**src/rtl/core/tcpm_pkg.sv**
```systemverilog
// ----------------------------------------------------------------------------
// tcpm_pkg: shared types and constants of the two channel phase meter
// counter width, phase codes, status codes, register indexes and the
// measurement record handed from the front end to the back end
// ----------------------------------------------------------------------------
`default_nettype none

package tcpm_pkg;

  // tick counter width and its saturation value
  localparam int CNT_W = 24;
  localparam logic [CNT_W-1:0] CNT_MAX = {CNT_W{1'b1}};

  // divider sizing: dividend is 360 * delay
  localparam int MUL_W = 9;
  localparam logic [MUL_W-1:0] DEG_FULL = MUL_W'(360);
  localparam int DVD_W = CNT_W + MUL_W;
  localparam int ITER_W = $clog2(DVD_W);

  // gain and scaling
  localparam int GAIN_W = 11;
  localparam int FRAC_W = 10;
  localparam int QC_W = 21;
  localparam logic [QC_W-1:0] Q_CLAMP = QC_W'(1) << 20;
  localparam int PROD_W = QC_W + GAIN_W;
  localparam int DEG_W = 10;
  localparam logic [DEG_W-1:0] DEG_MAX = {DEG_W{1'b1}};

  // configuration port
  localparam int CFG_IDX_W = 2;
  localparam int CFG_DATA_W = 11;
  localparam logic [CFG_IDX_W-1:0] REG_TRIGGER = 2'd0;
  localparam logic [CFG_IDX_W-1:0] REG_GAIN = 2'd1;
  localparam logic [CFG_IDX_W-1:0] REG_CONTINUOUS = 2'd2;

  localparam logic [7:0] TRIGGER_RESET = 8'd255;
  localparam logic [GAIN_W-1:0] GAIN_RESET = GAIN_W'(1055);

  // result status codes
  localparam int ST_W = 2;
  localparam logic [ST_W-1:0] ST_OK = 2'd0;
  localparam logic [ST_W-1:0] ST_ZERO_PERIOD = 2'd1;
  localparam logic [ST_W-1:0] ST_OVERFLOW = 2'd2;

  // queue depth
  localparam int Q_DEPTH = 2;
  localparam int Q_AW = 1;

  typedef enum logic [2:0] {
    PH_IDLE   = 3'd0,
    PH_ARMED  = 3'd1,
    PH_PERIOD = 3'd2,
    PH_DELAY  = 3'd3,
    PH_HALT   = 3'd4
  } meas_phase_t;

  typedef enum logic [2:0] {
    B_IDLE,
    B_MUL,
    B_DIV,
    B_SCALE,
    B_SAT,
    B_HOLD
  } back_state_t;

  // configuration as seen by both ends
  typedef struct packed {
    logic [7:0]        trigger_level;
    logic [GAIN_W-1:0] gain_q10;
    logic              continuous;
  } cfg_t;

  // one finished measurement
  typedef struct packed {
    logic [CNT_W-1:0] delay;
    logic [CNT_W-1:0] period;
    logic             overflow;
  } job_t;

endpackage

`default_nettype wire

```
**src/rtl/core/tcpm_front.sv**
```systemverilog
// ----------------------------------------------------------------------------
// tcpm_front: sample front end
// classifies each sample word against the trigger level, runs the
// measurement phases and pushes a finished measurement into the queue
// ----------------------------------------------------------------------------
`default_nettype none

module tcpm_front (
  input  wire logic                 clk,
  input  wire logic                 rst,
  input  wire tcpm_pkg::cfg_t       cfg,
  input  wire logic                 in_valid,
  output logic                      in_ready,
  input  wire logic [7:0]           ref_sample,
  input  wire logic [7:0]           test_sample,
  input  wire logic                 q_full,
  output logic                      push,
  output tcpm_pkg::job_t            job
);

  tcpm_pkg::meas_phase_t phase, phase_next;
  logic [tcpm_pkg::CNT_W-1:0] tick_count, tick_count_next;
  logic [tcpm_pkg::CNT_W-1:0] period_ticks, period_ticks_next;
  logic overflow_seen, overflow_seen_next;

  logic accept;
  logic ref_high, test_high;
  logic cnt_sat;
  logic [tcpm_pkg::CNT_W-1:0] tick_inc;
  logic ovf_inc;
  logic emit;

  assign in_ready = !q_full;
  assign accept = in_valid && in_ready;

  // level classification
  assign ref_high = ref_sample >= cfg.trigger_level;
  assign test_high = test_sample >= cfg.trigger_level;

  // saturating tick count
  assign cnt_sat = tick_count == tcpm_pkg::CNT_MAX;
  assign tick_inc = cnt_sat ? tcpm_pkg::CNT_MAX : tick_count + 1'b1;
  assign ovf_inc = overflow_seen | cnt_sat;

  // next phase
  always_comb begin
    phase_next = phase;
    if (accept) begin
      unique case (phase)
        tcpm_pkg::PH_IDLE: begin
          if (ref_high) phase_next = tcpm_pkg::PH_ARMED;
        end
        tcpm_pkg::PH_ARMED: begin
          if (!ref_high) phase_next = tcpm_pkg::PH_PERIOD;
        end
        tcpm_pkg::PH_PERIOD: begin
          if (ref_high) begin
            if (test_high) begin
              phase_next = cfg.continuous ? tcpm_pkg::PH_IDLE : tcpm_pkg::PH_HALT;
            end else begin
              phase_next = tcpm_pkg::PH_DELAY;
            end
          end
        end
        tcpm_pkg::PH_DELAY: begin
          if (test_high) begin
            phase_next = cfg.continuous ? tcpm_pkg::PH_IDLE : tcpm_pkg::PH_HALT;
          end
        end
        default: phase_next = tcpm_pkg::PH_HALT;
      endcase
    end
  end

  // counters and result word
  always_comb begin
    tick_count_next = tick_count;
    period_ticks_next = period_ticks;
    overflow_seen_next = overflow_seen;
    emit = 1'b0;
    job.delay = tick_inc;
    job.period = period_ticks;
    job.overflow = ovf_inc;
    if (accept) begin
      unique case (phase)
        tcpm_pkg::PH_IDLE: begin
          if (ref_high) begin
            tick_count_next = '0;
            overflow_seen_next = 1'b0;
          end
        end
        tcpm_pkg::PH_ARMED: begin
          tick_count_next = tick_inc;
          overflow_seen_next = ovf_inc;
        end
        tcpm_pkg::PH_PERIOD: begin
          tick_count_next = tick_inc;
          overflow_seen_next = ovf_inc;
          if (ref_high) begin
            period_ticks_next = tick_inc;
            tick_count_next = '0;
            // delay of zero when channel 1 is already high
            job.delay = '0;
            job.period = tick_inc;
            emit = test_high;
          end
        end
        tcpm_pkg::PH_DELAY: begin
          tick_count_next = tick_inc;
          overflow_seen_next = ovf_inc;
          emit = test_high;
        end
        default: begin
        end
      endcase
    end
  end

  assign push = emit;

  // state registers
  always_ff @(posedge clk) begin
    if (rst) begin
      phase <= tcpm_pkg::PH_IDLE;
      tick_count <= '0;
      period_ticks <= '0;
      overflow_seen <= 1'b0;
    end else begin
      phase <= phase_next;
      tick_count <= tick_count_next;
      period_ticks <= period_ticks_next;
      overflow_seen <= overflow_seen_next;
    end
  end

endmodule

`default_nettype wire

```
**src/rtl/core/tcpm_queue.sv**
```systemverilog
// ----------------------------------------------------------------------------
// tcpm_queue: two entry measurement queue
// decouples the sample front end from the divider back end
// ----------------------------------------------------------------------------
`default_nettype none

module tcpm_queue (
  input  wire logic           clk,
  input  wire logic           rst,
  input  wire logic           push,
  input  wire tcpm_pkg::job_t push_job,
  output logic                full,
  input  wire logic           pop,
  output logic                not_empty,
  output tcpm_pkg::job_t      head
);

  tcpm_pkg::job_t entries [tcpm_pkg::Q_DEPTH];
  logic [tcpm_pkg::Q_AW-1:0] wr_ptr, rd_ptr;
  logic [tcpm_pkg::Q_AW:0] fill;

  assign full = fill == (tcpm_pkg::Q_AW+1)'(tcpm_pkg::Q_DEPTH);
  assign not_empty = fill != '0;
  assign head = entries[rd_ptr];

  // storage
  always_ff @(posedge clk) begin
    if (push) entries[wr_ptr] <= push_job;
  end

  // pointers and fill level
  always_ff @(posedge clk) begin
    if (rst) begin
      wr_ptr <= '0;
      rd_ptr <= '0;
      fill <= '0;
    end else begin
      if (push) wr_ptr <= wr_ptr + 1'b1;
      if (pop) rd_ptr <= rd_ptr + 1'b1;
      if (push && !pop) fill <= fill + 1'b1;
      else if (pop && !push) fill <= fill - 1'b1;
    end
  end

endmodule

`default_nettype wire

```
**src/rtl/core/tcpm_back.sv**
```systemverilog
// ----------------------------------------------------------------------------
// tcpm_back: phase computation back end
// scales the delay by 360, divides by the period one quotient bit a cycle,
// applies the Q10 gain with saturation and holds the result word
// ----------------------------------------------------------------------------
`default_nettype none

module tcpm_back (
  input  wire logic                        clk,
  input  wire logic                        rst,
  input  wire logic [tcpm_pkg::GAIN_W-1:0] gain_q10,
  input  wire logic                        q_not_empty,
  input  wire tcpm_pkg::job_t              q_head,
  output logic                             pop,
  output logic                             out_valid,
  input  wire logic                        out_ready,
  output logic [tcpm_pkg::DEG_W-1:0]       out_phase,
  output logic [tcpm_pkg::ST_W-1:0]        out_status
);

  tcpm_pkg::back_state_t state, state_next;
  tcpm_pkg::job_t job_r;
  logic [tcpm_pkg::DVD_W-1:0] dvd;
  logic [tcpm_pkg::CNT_W:0] rem;
  logic [tcpm_pkg::ITER_W-1:0] iter;
  logic [tcpm_pkg::PROD_W-1:0] prod;
  logic [tcpm_pkg::DEG_W-1:0] deg;
  logic [tcpm_pkg::ST_W-1:0] status_r;

  logic out_free;
  logic load_out;
  logic [tcpm_pkg::CNT_W:0] rem_shift;
  logic rem_ge;
  logic [tcpm_pkg::QC_W-1:0] q_clamped;
  logic [tcpm_pkg::PROD_W-tcpm_pkg::FRAC_W-1:0] prod_hi;

  assign out_free = !out_valid || out_ready;

  // next state
  always_comb begin
    state_next = state;
    unique case (state)
      tcpm_pkg::B_IDLE: begin
        if (q_not_empty) begin
          if (q_head.period == '0 || q_head.overflow) state_next = tcpm_pkg::B_HOLD;
          else state_next = tcpm_pkg::B_MUL;
        end
      end
      tcpm_pkg::B_MUL:   state_next = tcpm_pkg::B_DIV;
      tcpm_pkg::B_DIV: begin
        if (iter == '0) state_next = tcpm_pkg::B_SCALE;
      end
      tcpm_pkg::B_SCALE: state_next = tcpm_pkg::B_SAT;
      tcpm_pkg::B_SAT:   state_next = tcpm_pkg::B_HOLD;
      tcpm_pkg::B_HOLD: begin
        if (out_free) state_next = tcpm_pkg::B_IDLE;
      end
      default: state_next = tcpm_pkg::B_IDLE;
    endcase
  end

  // control outputs
  always_comb begin
    pop = 1'b0;
    load_out = 1'b0;
    unique case (state)
      tcpm_pkg::B_IDLE: pop = q_not_empty;
      tcpm_pkg::B_HOLD: load_out = out_free;
      default: begin
      end
    endcase
  end

  // restoring divide step
  assign rem_shift = {rem[tcpm_pkg::CNT_W-1:0], dvd[tcpm_pkg::DVD_W-1]};
  assign rem_ge = rem_shift >= {1'b0, job_r.period};

  // quotients of 2^20 and above saturate for any non-zero gain
  assign q_clamped = (dvd >= tcpm_pkg::DVD_W'(tcpm_pkg::Q_CLAMP)) ?
                     tcpm_pkg::Q_CLAMP : dvd[tcpm_pkg::QC_W-1:0];
  assign prod_hi = prod[tcpm_pkg::PROD_W-1:tcpm_pkg::FRAC_W];

  // datapath
  always_ff @(posedge clk) begin
    unique case (state)
      tcpm_pkg::B_IDLE: begin
        job_r <= q_head;
        deg <= '0;
        if (q_head.period == '0) status_r <= tcpm_pkg::ST_ZERO_PERIOD;
        else if (q_head.overflow) status_r <= tcpm_pkg::ST_OVERFLOW;
        else status_r <= tcpm_pkg::ST_OK;
      end
      tcpm_pkg::B_MUL: begin
        dvd <= tcpm_pkg::DVD_W'(job_r.delay) * tcpm_pkg::DVD_W'(tcpm_pkg::DEG_FULL);
        rem <= '0;
        iter <= tcpm_pkg::ITER_W'(tcpm_pkg::DVD_W - 1);
      end
      tcpm_pkg::B_DIV: begin
        rem <= rem_ge ? rem_shift - {1'b0, job_r.period} : rem_shift;
        dvd <= {dvd[tcpm_pkg::DVD_W-2:0], rem_ge};
        iter <= iter - 1'b1;
      end
      tcpm_pkg::B_SCALE: begin
        prod <= tcpm_pkg::PROD_W'(q_clamped) * tcpm_pkg::PROD_W'(gain_q10);
      end
      tcpm_pkg::B_SAT: begin
        deg <= (prod_hi > (tcpm_pkg::PROD_W-tcpm_pkg::FRAC_W)'(tcpm_pkg::DEG_MAX)) ?
               tcpm_pkg::DEG_MAX : prod_hi[tcpm_pkg::DEG_W-1:0];
      end
      default: begin
      end
    endcase
  end

  // result word register
  always_ff @(posedge clk) begin
    if (load_out) begin
      out_phase <= deg;
      out_status <= status_r;
    end
  end

  always_ff @(posedge clk) begin
    if (rst) begin
      state <= tcpm_pkg::B_IDLE;
      out_valid <= 1'b0;
    end else begin
      state <= state_next;
      if (load_out) out_valid <= 1'b1;
      else if (out_ready) out_valid <= 1'b0;
    end
  end

endmodule

`default_nettype wire

```
**src/rtl/core/two_channel_phase_meter.sv**
```systemverilog
// ----------------------------------------------------------------------------
// two_channel_phase_meter: zero crossing phase meter for two channels
// samples in, one phase word out per completed measurement
// ----------------------------------------------------------------------------
// One sample word (both channels) is taken per clock cycle. A measurement
// arms on the first rise of channel 0, times one period of channel 0 and
// then the delay to channel 1 reaching the trigger level. The finished
// measurement goes into a two entry queue; the back end turns it into
// degrees with a multiply, a 33 step bit-serial divider, a gain multiply,
// saturation and an output load.
// The sample input stalls only while the queue holds two measurements.
// Zero period and counter overflow give status codes with a phase of zero.
// Without continuous mode the block halts after the first result until
// reset.
`default_nettype none

module two_channel_phase_meter (
  input  wire logic                           clk,
  input  wire logic                           rst,
  input  wire logic                           cfg_we,
  input  wire logic [tcpm_pkg::CFG_IDX_W-1:0] cfg_index,
  input  wire logic [tcpm_pkg::CFG_DATA_W-1:0] cfg_data,
  input  wire logic                           s_tvalid,
  output logic                                s_tready,
  input  wire logic [15:0]                    s_tdata,  // ref_sample, test_sample
  output logic                                m_tvalid,
  input  wire logic                           m_tready,
  output logic [15:0]                         m_tdata,  // phase_degrees, zero fill
  output logic [1:0]                          m_tuser   // status
);

  tcpm_pkg::cfg_t cfg;
  tcpm_pkg::job_t push_job, head_job;
  logic push, pop, q_full, q_not_empty;
  logic [tcpm_pkg::DEG_W-1:0] phase_deg;

  // configuration registers
  always_ff @(posedge clk) begin
    if (rst) begin
      cfg.trigger_level <= tcpm_pkg::TRIGGER_RESET;
      cfg.gain_q10 <= tcpm_pkg::GAIN_RESET;
      cfg.continuous <= 1'b0;
    end else if (cfg_we) begin
      unique case (cfg_index)
        tcpm_pkg::REG_TRIGGER:    cfg.trigger_level <= cfg_data[7:0];
        tcpm_pkg::REG_GAIN:       cfg.gain_q10 <= cfg_data;
        tcpm_pkg::REG_CONTINUOUS: cfg.continuous <= cfg_data[0];
        default: begin
        end
      endcase
    end
  end

  tcpm_front u_front (
    .clk         (clk),
    .rst         (rst),
    .cfg         (cfg),
    .in_valid    (s_tvalid),
    .in_ready    (s_tready),
    .ref_sample  (s_tdata[7:0]),
    .test_sample (s_tdata[15:8]),
    .q_full      (q_full),
    .push        (push),
    .job         (push_job)
  );

  tcpm_queue u_queue (
    .clk       (clk),
    .rst       (rst),
    .push      (push),
    .push_job  (push_job),
    .full      (q_full),
    .pop       (pop),
    .not_empty (q_not_empty),
    .head      (head_job)
  );

  tcpm_back u_back (
    .clk         (clk),
    .rst         (rst),
    .gain_q10    (cfg.gain_q10),
    .q_not_empty (q_not_empty),
    .q_head      (head_job),
    .pop         (pop),
    .out_valid   (m_tvalid),
    .out_ready   (m_tready),
    .out_phase   (phase_deg),
    .out_status  (m_tuser)
  );

  assign m_tdata = {6'd0, phase_deg};

endmodule

`default_nettype wire

```
**config.mk**
```make
export PLATFORM = sky130hd
export DESIGN_NAME = two_channel_phase_meter
export DESIGN_NICKNAME = d
export VERILOG_FILES = /design/src/rtl/core/tcpm_pkg.sv /design/src/rtl/core/tcpm_front.sv /design/src/rtl/core/tcpm_queue.sv /design/src/rtl/core/tcpm_back.sv /design/src/rtl/core/two_channel_phase_meter.sv
export SDC_FILE = /design/constraint.sdc
export NUM_CORES = 1
export LEC_CHECK = 0
export ABC_AREA = 1
export ABC_CLOCK_PERIOD_IN_PS = 7600
export BUFFER_PORTS_ARGS = -buffer_cell sky130_fd_sc_hd__buf_4
export CAP_MARGIN = 20
export CORE_UTILIZATION = 60
export DETAILED_ROUTE_END_ITERATION = 16
export PLACE_DENSITY_LB_ADDON = 0.05
export SLEW_MARGIN = 25
export SYNTH_ARGS = -nofsm -noshare
export SYNTH_HDL_FRONTEND = slang
export SYNTH_HIERARCHICAL = 1
export SYNTH_SLANG_ARGS = --single-unit
```
**constraint.sdc**
```tcl
create_clock -name clk -period 7.6 [get_ports clk]
set_input_delay 1.14 -clock clk [delete_from_list [all_inputs] [get_ports clk]]
set_output_delay 1.14 -clock clk [all_outputs]
set_load 0.005 [all_outputs]
```
# Word level (Yosys, flattened, before mapping)
# Memories as Yosys holds them, arrays and structs flattened. A register that Yosys moved wholly into a read port is not among the register bits.
# Cells that the tools add are included.
[totals]
ff_bits = 247
mem_bits_rw = 98
inputBits = 34
out_inout_bits = 20
word_cells = 130
memories = 1
[memory_table]
columns = ["memory", "depth", "word_bits", "read_ports", "rd_ports_with_merged_regs", "write_ports", "line", "rtl"]
rows = [
  ["u_queue.entries", 2, 49, 1, 1, 1, "tcpm_queue.sv:18", "tcpm_pkg::job_t entries [tcpm_pkg::Q_DEPTH];"],
]
[op_classes]
addsub = 7
n_mul = 2
magnitude_cmp = 5
n_eq_ne = 19
mux = 42
n_bitwise = 1
n_reduce_logical = 31
[op_table]
columns = ["cell", "n"]
rows = [
  ["$mux W48", 3],
  ["$mux W24", 4],
  ["$pmux W24 S3", 1],
  ["$pmux W33 S2", 1],
  ["$pmux W24 S2", 1],
  ["$ge A33 B21 Y1 const B", 1],
  ["$mul A21 B11 Y32", 1],
  ["$mul A24 B6 Y30 const B", 1],
  ["$mux W3", 10],
  ["$ge A25 B24 Y1", 1],
  ["$add A24 B1 Y24 const B", 1],
  ["$eq A24 B24 Y1 const B", 1],
  ["$logic_not A24 Y1", 1],
  ["$sub A24 B24 Y24", 1],
  ["$gt A22 B10 Y1 const B", 1],
  ["$mux W21", 1],
  ["$pmux W10 S2", 1],
  ["$pmux W3 S6", 1],
  ["$ge A8 B8 Y1", 2],
  ["$eq A3 B2 Y1 const B", 4],
  ["$ne A2 B1 Y1 const B", 6],
  ["$pmux W3 S4", 1],
  ["$pmux W6 S2", 1],
  ["$reduce_and A3 Y1", 4],
  ["other kinds (26)", 57],
]

# Logic depth before layout (Yosys ltp)
[logic_depth]
ltp_word = 8
ltp_mapped = 30
mapped_depth_nobuf = 29

# Hierarchy
# Netlist, hierarchy kept.
[modules_own_cells]
columns = ["module", "instances", "cells_each", "area_per_inst_um2", "seq_area_each_um2"]
rows = [
  ["tcpm_back", 1, 2117, 17956.0, 4794.6],
  ["tcpm_queue", 1, 185, 3807.4, 3042.9],
  ["tcpm_front", 1, 618, 3662.3, 1041.0],
  ["two_channel_phase_meter", 1, 112, 849.6, 400.4],
]

# Worst setup path after synthesis
# No wires, ideal clock.
[synth_path]
path_kind = "flip-flop to flip-flop"
start = "reg u_back/dvd[32] (netlist name)"
end = "reg u_back/prod[31] (netlist name) (data pin)"
setup_time_ns = 0.252
t_arrival_ns = 5.527
required_ns = 7.348
path_slack_ns = 1.821
path_stages_with_launch = 30
n_path_buf = 1
synth_period_minus_slack_ns = 5.779
path_cell_list = "edfxtp_1 nor2_1 nand2_1 nor2_4 nand2_1 clkinv_1 buf_2 nand2_1 inv_1 nand2_1 fa_1 inv_1 fa_1 inv_1 fa_1 inv_1 fa_1 inv_1 fa_1 inv_1 ha_1 nand2_1 nand2_1 o21bai_1 a21oi_1 nor2_1 a211oi_1 nand2_1 nand2_1 nand2_1"
[synth_via]
elab_chain_cells = 3
[synth_lines]
columns = ["element", "line", "rtl"]
rows = [
  ["from (decl)", "tcpm_back.sv:23", "logic [tcpm_pkg::DVD_W-1:0] dvd;"],
  ["from (signal assigned)", "tcpm_back.sv:94", "dvd <= tcpm_pkg::DVD_W'(job_r.delay) * tcpm_pkg::DVD_W'(tcpm_pkg::DEG_FULL);"],
  ["from (signal assigned)", "tcpm_back.sv:100", "dvd <= {dvd[tcpm_pkg::DVD_W-2:0], rem_ge};"],
  ["$ge A33 B21 Y1", "tcpm_back.sv:79", "assign q_clamped = (dvd >= tcpm_pkg::DVD_W'(tcpm_pkg::Q_CLAMP)) ?"],
  ["$mux W21", "tcpm_back.sv:79", ""],
  ["$mul A21 B11 Y32", "tcpm_back.sv:104", "prod <= tcpm_pkg::PROD_W'(q_clamped) * tcpm_pkg::PROD_W'(gain_q10);"],
  ["to (signal assigned)", "tcpm_back.sv:104", ""],
  ["to (decl)", "tcpm_back.sv:26", "logic [tcpm_pkg::PROD_W-1:0] prod;"],
]
# Every way passes these cells.
# A chain may end at the register's enable or synchronous reset.

# Final worst setup path
[layout_path]
start = "reg u_back/dvd[32] (netlist name)"
end = "reg u_back/prod[27] (netlist name) (data pin)"
# The elaborated chain is that of the path after synthesis.

==> flow_summary.toml <==
[run_status]
run_status = "finished, final reports clean"

[place]
place.port_buffers = 47
detailedPlacementHpwl_um = 50900
finalWeightedCongestion = 0.948
detailed_place.area_um2 = 27100

[detailed_routing]
viasPerCell = 5.47
m1WireLength_um = 27100
drtPass1Iterations = 5
routed-wl-met2_um = 32700
1st_iter_drt_viols = 1510
route.met3.wl_um = 2990
remaining_drc_errors = 0
highest_layer = "met4"
detail_route.wirelength_um = 65200
ant_nets = 0
wl_per_cell_um = 17.7
num_vias = 20100

[setup_path]
cpPeakStageDelay_ns = 0.60
cp_data_arrival_time_ns = 7.20
regToRegSetupSlack_ns = 0.71
criticalPathCategory = "flop to flop"
critical-path-top-delay-family = "adder cells"
r2r_cells = 23
critical_path.n_buffers_inverters = 3
timing.critical_path.to_type = "flop"
critical-path-slowest-cell = "sky130_fd_sc_hd__fa_1"
crit_chain = "nor2_1, nand2_1, nor2_4, nand2_1, nor2_1, inv_1, nor2_1, fa_1, fa_1, fa_1, fa_1, inv_1, fa_1, inv_1, ha_1, a21oi_1, o21ai_0, a21oi_1, nor2_1, a211oi_1, nand2_1, nand2_1, nand2_1"
crit-reg2reg-capture = "u_back/prod[27]"
cp.required_ns = 7.90
critical_path.reg2reg.startpoint = "u_back/dvd[32]"
cp_max_fo = 13
crit_path_start_kind = "flop"

[synth]
synthTopCellsByArea = "sky130_fd_sc_hd__edfxtp_1 29%, sky130_fd_sc_hd__fa_1 16%, sky130_fd_sc_hd__nand2_1 9.1%"
ys_ff_latch = 336
yosysUniqueCellTypes = 55
synth_ff_type = "sky130_fd_sc_hd__edfxtp_1"
synth_most_common_cell = "sky130_fd_sc_hd__nand2_1"
yosysSeqAreaShare_pct = 35.3
mean_instance_size_in_the_synthesized_netlist_um2 = 8.67
cell_area_after_synthesis_um2 = 26300
synth-async-reset-ratio_pct = 0
yosys_top_cell_by_area = "sky130_fd_sc_hd__edfxtp_1"
synth.top_cell.area_share_pct = 29.1
postSynthCellCount = 3032
ys_top_cells_by_count = "640 x sky130_fd_sc_hd__nand2_1, 610 x sky130_fd_sc_hd__inv_1, 293 x sky130_fd_sc_hd__nor2_1"
ys.warnings.count = 6
synth_enable_flop_cells = 255

[final_layout]
final_layout_size_suffix_gt1_share_pct = 7.92
finish.net_count = 3476
fill_cells = 3681
layout.cell_area.non_filler_um2 = 28400
final_cell_utilization_of_the_core_pct = 65.8
antenna-diode-count = 0
syn_to_final_growth_pct = 8.05

[sta]
fin_setup_tns_ns = 0
max_clock_freq_mhz = 145
report.final.slew_viol_count = 0
min_period_over_period_pct = 90.7
worst_hold_slack_ns = 0.418
slew-limit-headroom_pct = 29.8
rsz0062_at_grt = "no"
worstMarginPinSlew_ns = 1.05
period_needed_ns = 6.89
final_hold_viol_count = 0
skew_ns = 0.0241
setup_viol = 0

[clock_tree]
worst_skew_pair_later_pin_latency_ns = 0.56
cts_inserted_buffers = 38
postCtsHoldBufs = 0
tritoncts = "built"
number_of_h_tree_branching_levels = 2
cts_sink_cnt = 336
cts_repair_resize_count = 0
clk_transition_reported_paths_ns = 0.06
cts_buffer_depth = 3
cts_root_buf = "sky130_fd_sc_hd__clkbuf_16"
cts_post_setup_buffers_inserted = 0

[min_path]
worst_hold_path_type = "flop to flop"
min_delay_worst_endpoint = "u_back/out_phase[7]"
hold_path_depth = 0
hold_path.startpoint = "u_back/deg[7]"

[global_route]
grt_start_max_net_pins = 64
grt_pass1_vias = 20900
initial_antenna_violation_count = 0
globalRouteOverflowTotal = 0
grt_pass1_wl_um = 106000
grt.total_usage_pct = 30.5

[floorplanning]
row_cnt = 76
initial_core_util_pct = 60.9
fp.coreArea_um2 = 43200
die_area_um2 = 44600
top_level_ports = 54
die_h_um = 211
die_width_um = 211

[flow_run]
cap_viol_max_count = 0
[kinds of logic after synthesis]
group | share of synthesized area (%)
other | 0.0143
xor gates and xnor gates | 1.57
muxes | 2.24
and+or+nand+nor | 18.9
adders and majority gates | 24.2
buffers and inverters | 10.5
DFF | 35.3
AOI/OAI and AO/OA | 7.35
[sequential cells by signal, summed over array words and instances (netlist names), 2 cells and up, named ones only]
name,cells
u_back/prod,22
cfg,20
u_back/deg,10
u_front/period_ticks,24
u_back/rem,24
u_queue/fill,2
u_back/dvd,33
u_front/phase,3
u_back/status_r,2
u_back/iter,6
u_back/state,3
u_back/out_phase,10
u_back/out_status,2
u_front/tick_count,24
u_back/job_r,48
u_queue/entries,98
[routing by layer]
metal | track usage, % | vias to the layer above
li1 | - | 9672
met1 | 37.7 | 9762
met2 | 54.2 | 554
met3 | 3.75 | 123
met4 | 12.3 | 0
met5 | 0 | -
[cells in the final DEF, fill, tap and decap left out, drive strengths merged, types with 49 or more instances in the layout]
cell and n:
nand2 652, inv 623, nor2 311, edfxtp 255, fa 212, ha 168
a21oi 151, o21ai 139, nand3 124, dfxtp 81, buf 59, mux2 49
[metrics by stage]
| stage | instances | worst slack [ns] |
|---|---|---|
| detailed placement | 3607 | 0.782 |
| CTS | 3677 | 0.787 |
| finish | 3677 | 0.705 |
| global route | 3677 | 0.199 |
| global placement | 3607 | 0.976 |
| floorplan | 3037 | 1.82 |
[worst reg2reg max path, cell delays in order, from the launching register on]
cell	delay (ns)
sky130_fd_sc_hd__edfxtp_1	0.41
sky130_fd_sc_hd__nor2_1	0.13
sky130_fd_sc_hd__nand2_1	0.11
sky130_fd_sc_hd__nor2_4	0.20
sky130_fd_sc_hd__nand2_1	0.37
sky130_fd_sc_hd__nor2_1	0.56
sky130_fd_sc_hd__inv_1	0.25
sky130_fd_sc_hd__nor2_1	0.22
sky130_fd_sc_hd__fa_1	0.48
sky130_fd_sc_hd__fa_1	0.55
sky130_fd_sc_hd__fa_1	0.53
sky130_fd_sc_hd__fa_1	0.54
sky130_fd_sc_hd__inv_1	0.05
sky130_fd_sc_hd__fa_1	0.60
sky130_fd_sc_hd__inv_1	0.07
sky130_fd_sc_hd__ha_1	0.35
sky130_fd_sc_hd__a21oi_1	0.27
sky130_fd_sc_hd__o21ai_0	0.20
sky130_fd_sc_hd__a21oi_1	0.28
sky130_fd_sc_hd__nor2_1	0.07
sky130_fd_sc_hd__a211oi_1	0.23
sky130_fd_sc_hd__nand2_1	0.09
sky130_fd_sc_hd__nand2_1	0.06
sky130_fd_sc_hd__nand2_1	0.04
[area by class of cell]
| class | count | area (µm²) | share of cell area, % |
|---|---|---|---|
| multi-input cells | 2007 | 14300 | 50.4 |
| well taps | 585 | 732 | 2.58 |
| flip-flops and latches | 336 | 9280 | 32.7 |
| repair buffers | 59 | 443 | 1.56 |
| clock inverters | 22 | 280 | 0.987 |
| clock buffers | 48 | 1020 | 3.59 |
| inverters | 620 | 2330 | 8.20 |
[how the worst max path moves through the flow]
stage | start | endpoint | cells past startpoint
final | u_back/dvd[32] | u_back/prod[27] | 23
after global routing | u_back/dvd[32] | u_back/prod[29] | 27
after CTS | u_back/dvd[32] | u_back/prod[29] | 25
after detailed placement | u_back/dvd[32] | u_back/prod[29] | 25
after global placement | u_back/dvd[32] | u_back/prod[27] | 23
after floorplan | u_back/dvd[32] | u_back/prod[31] | 29
Power is not shown: default switching activity piles up to over one toggle a cycle in this logic, so the estimate is an artifact.
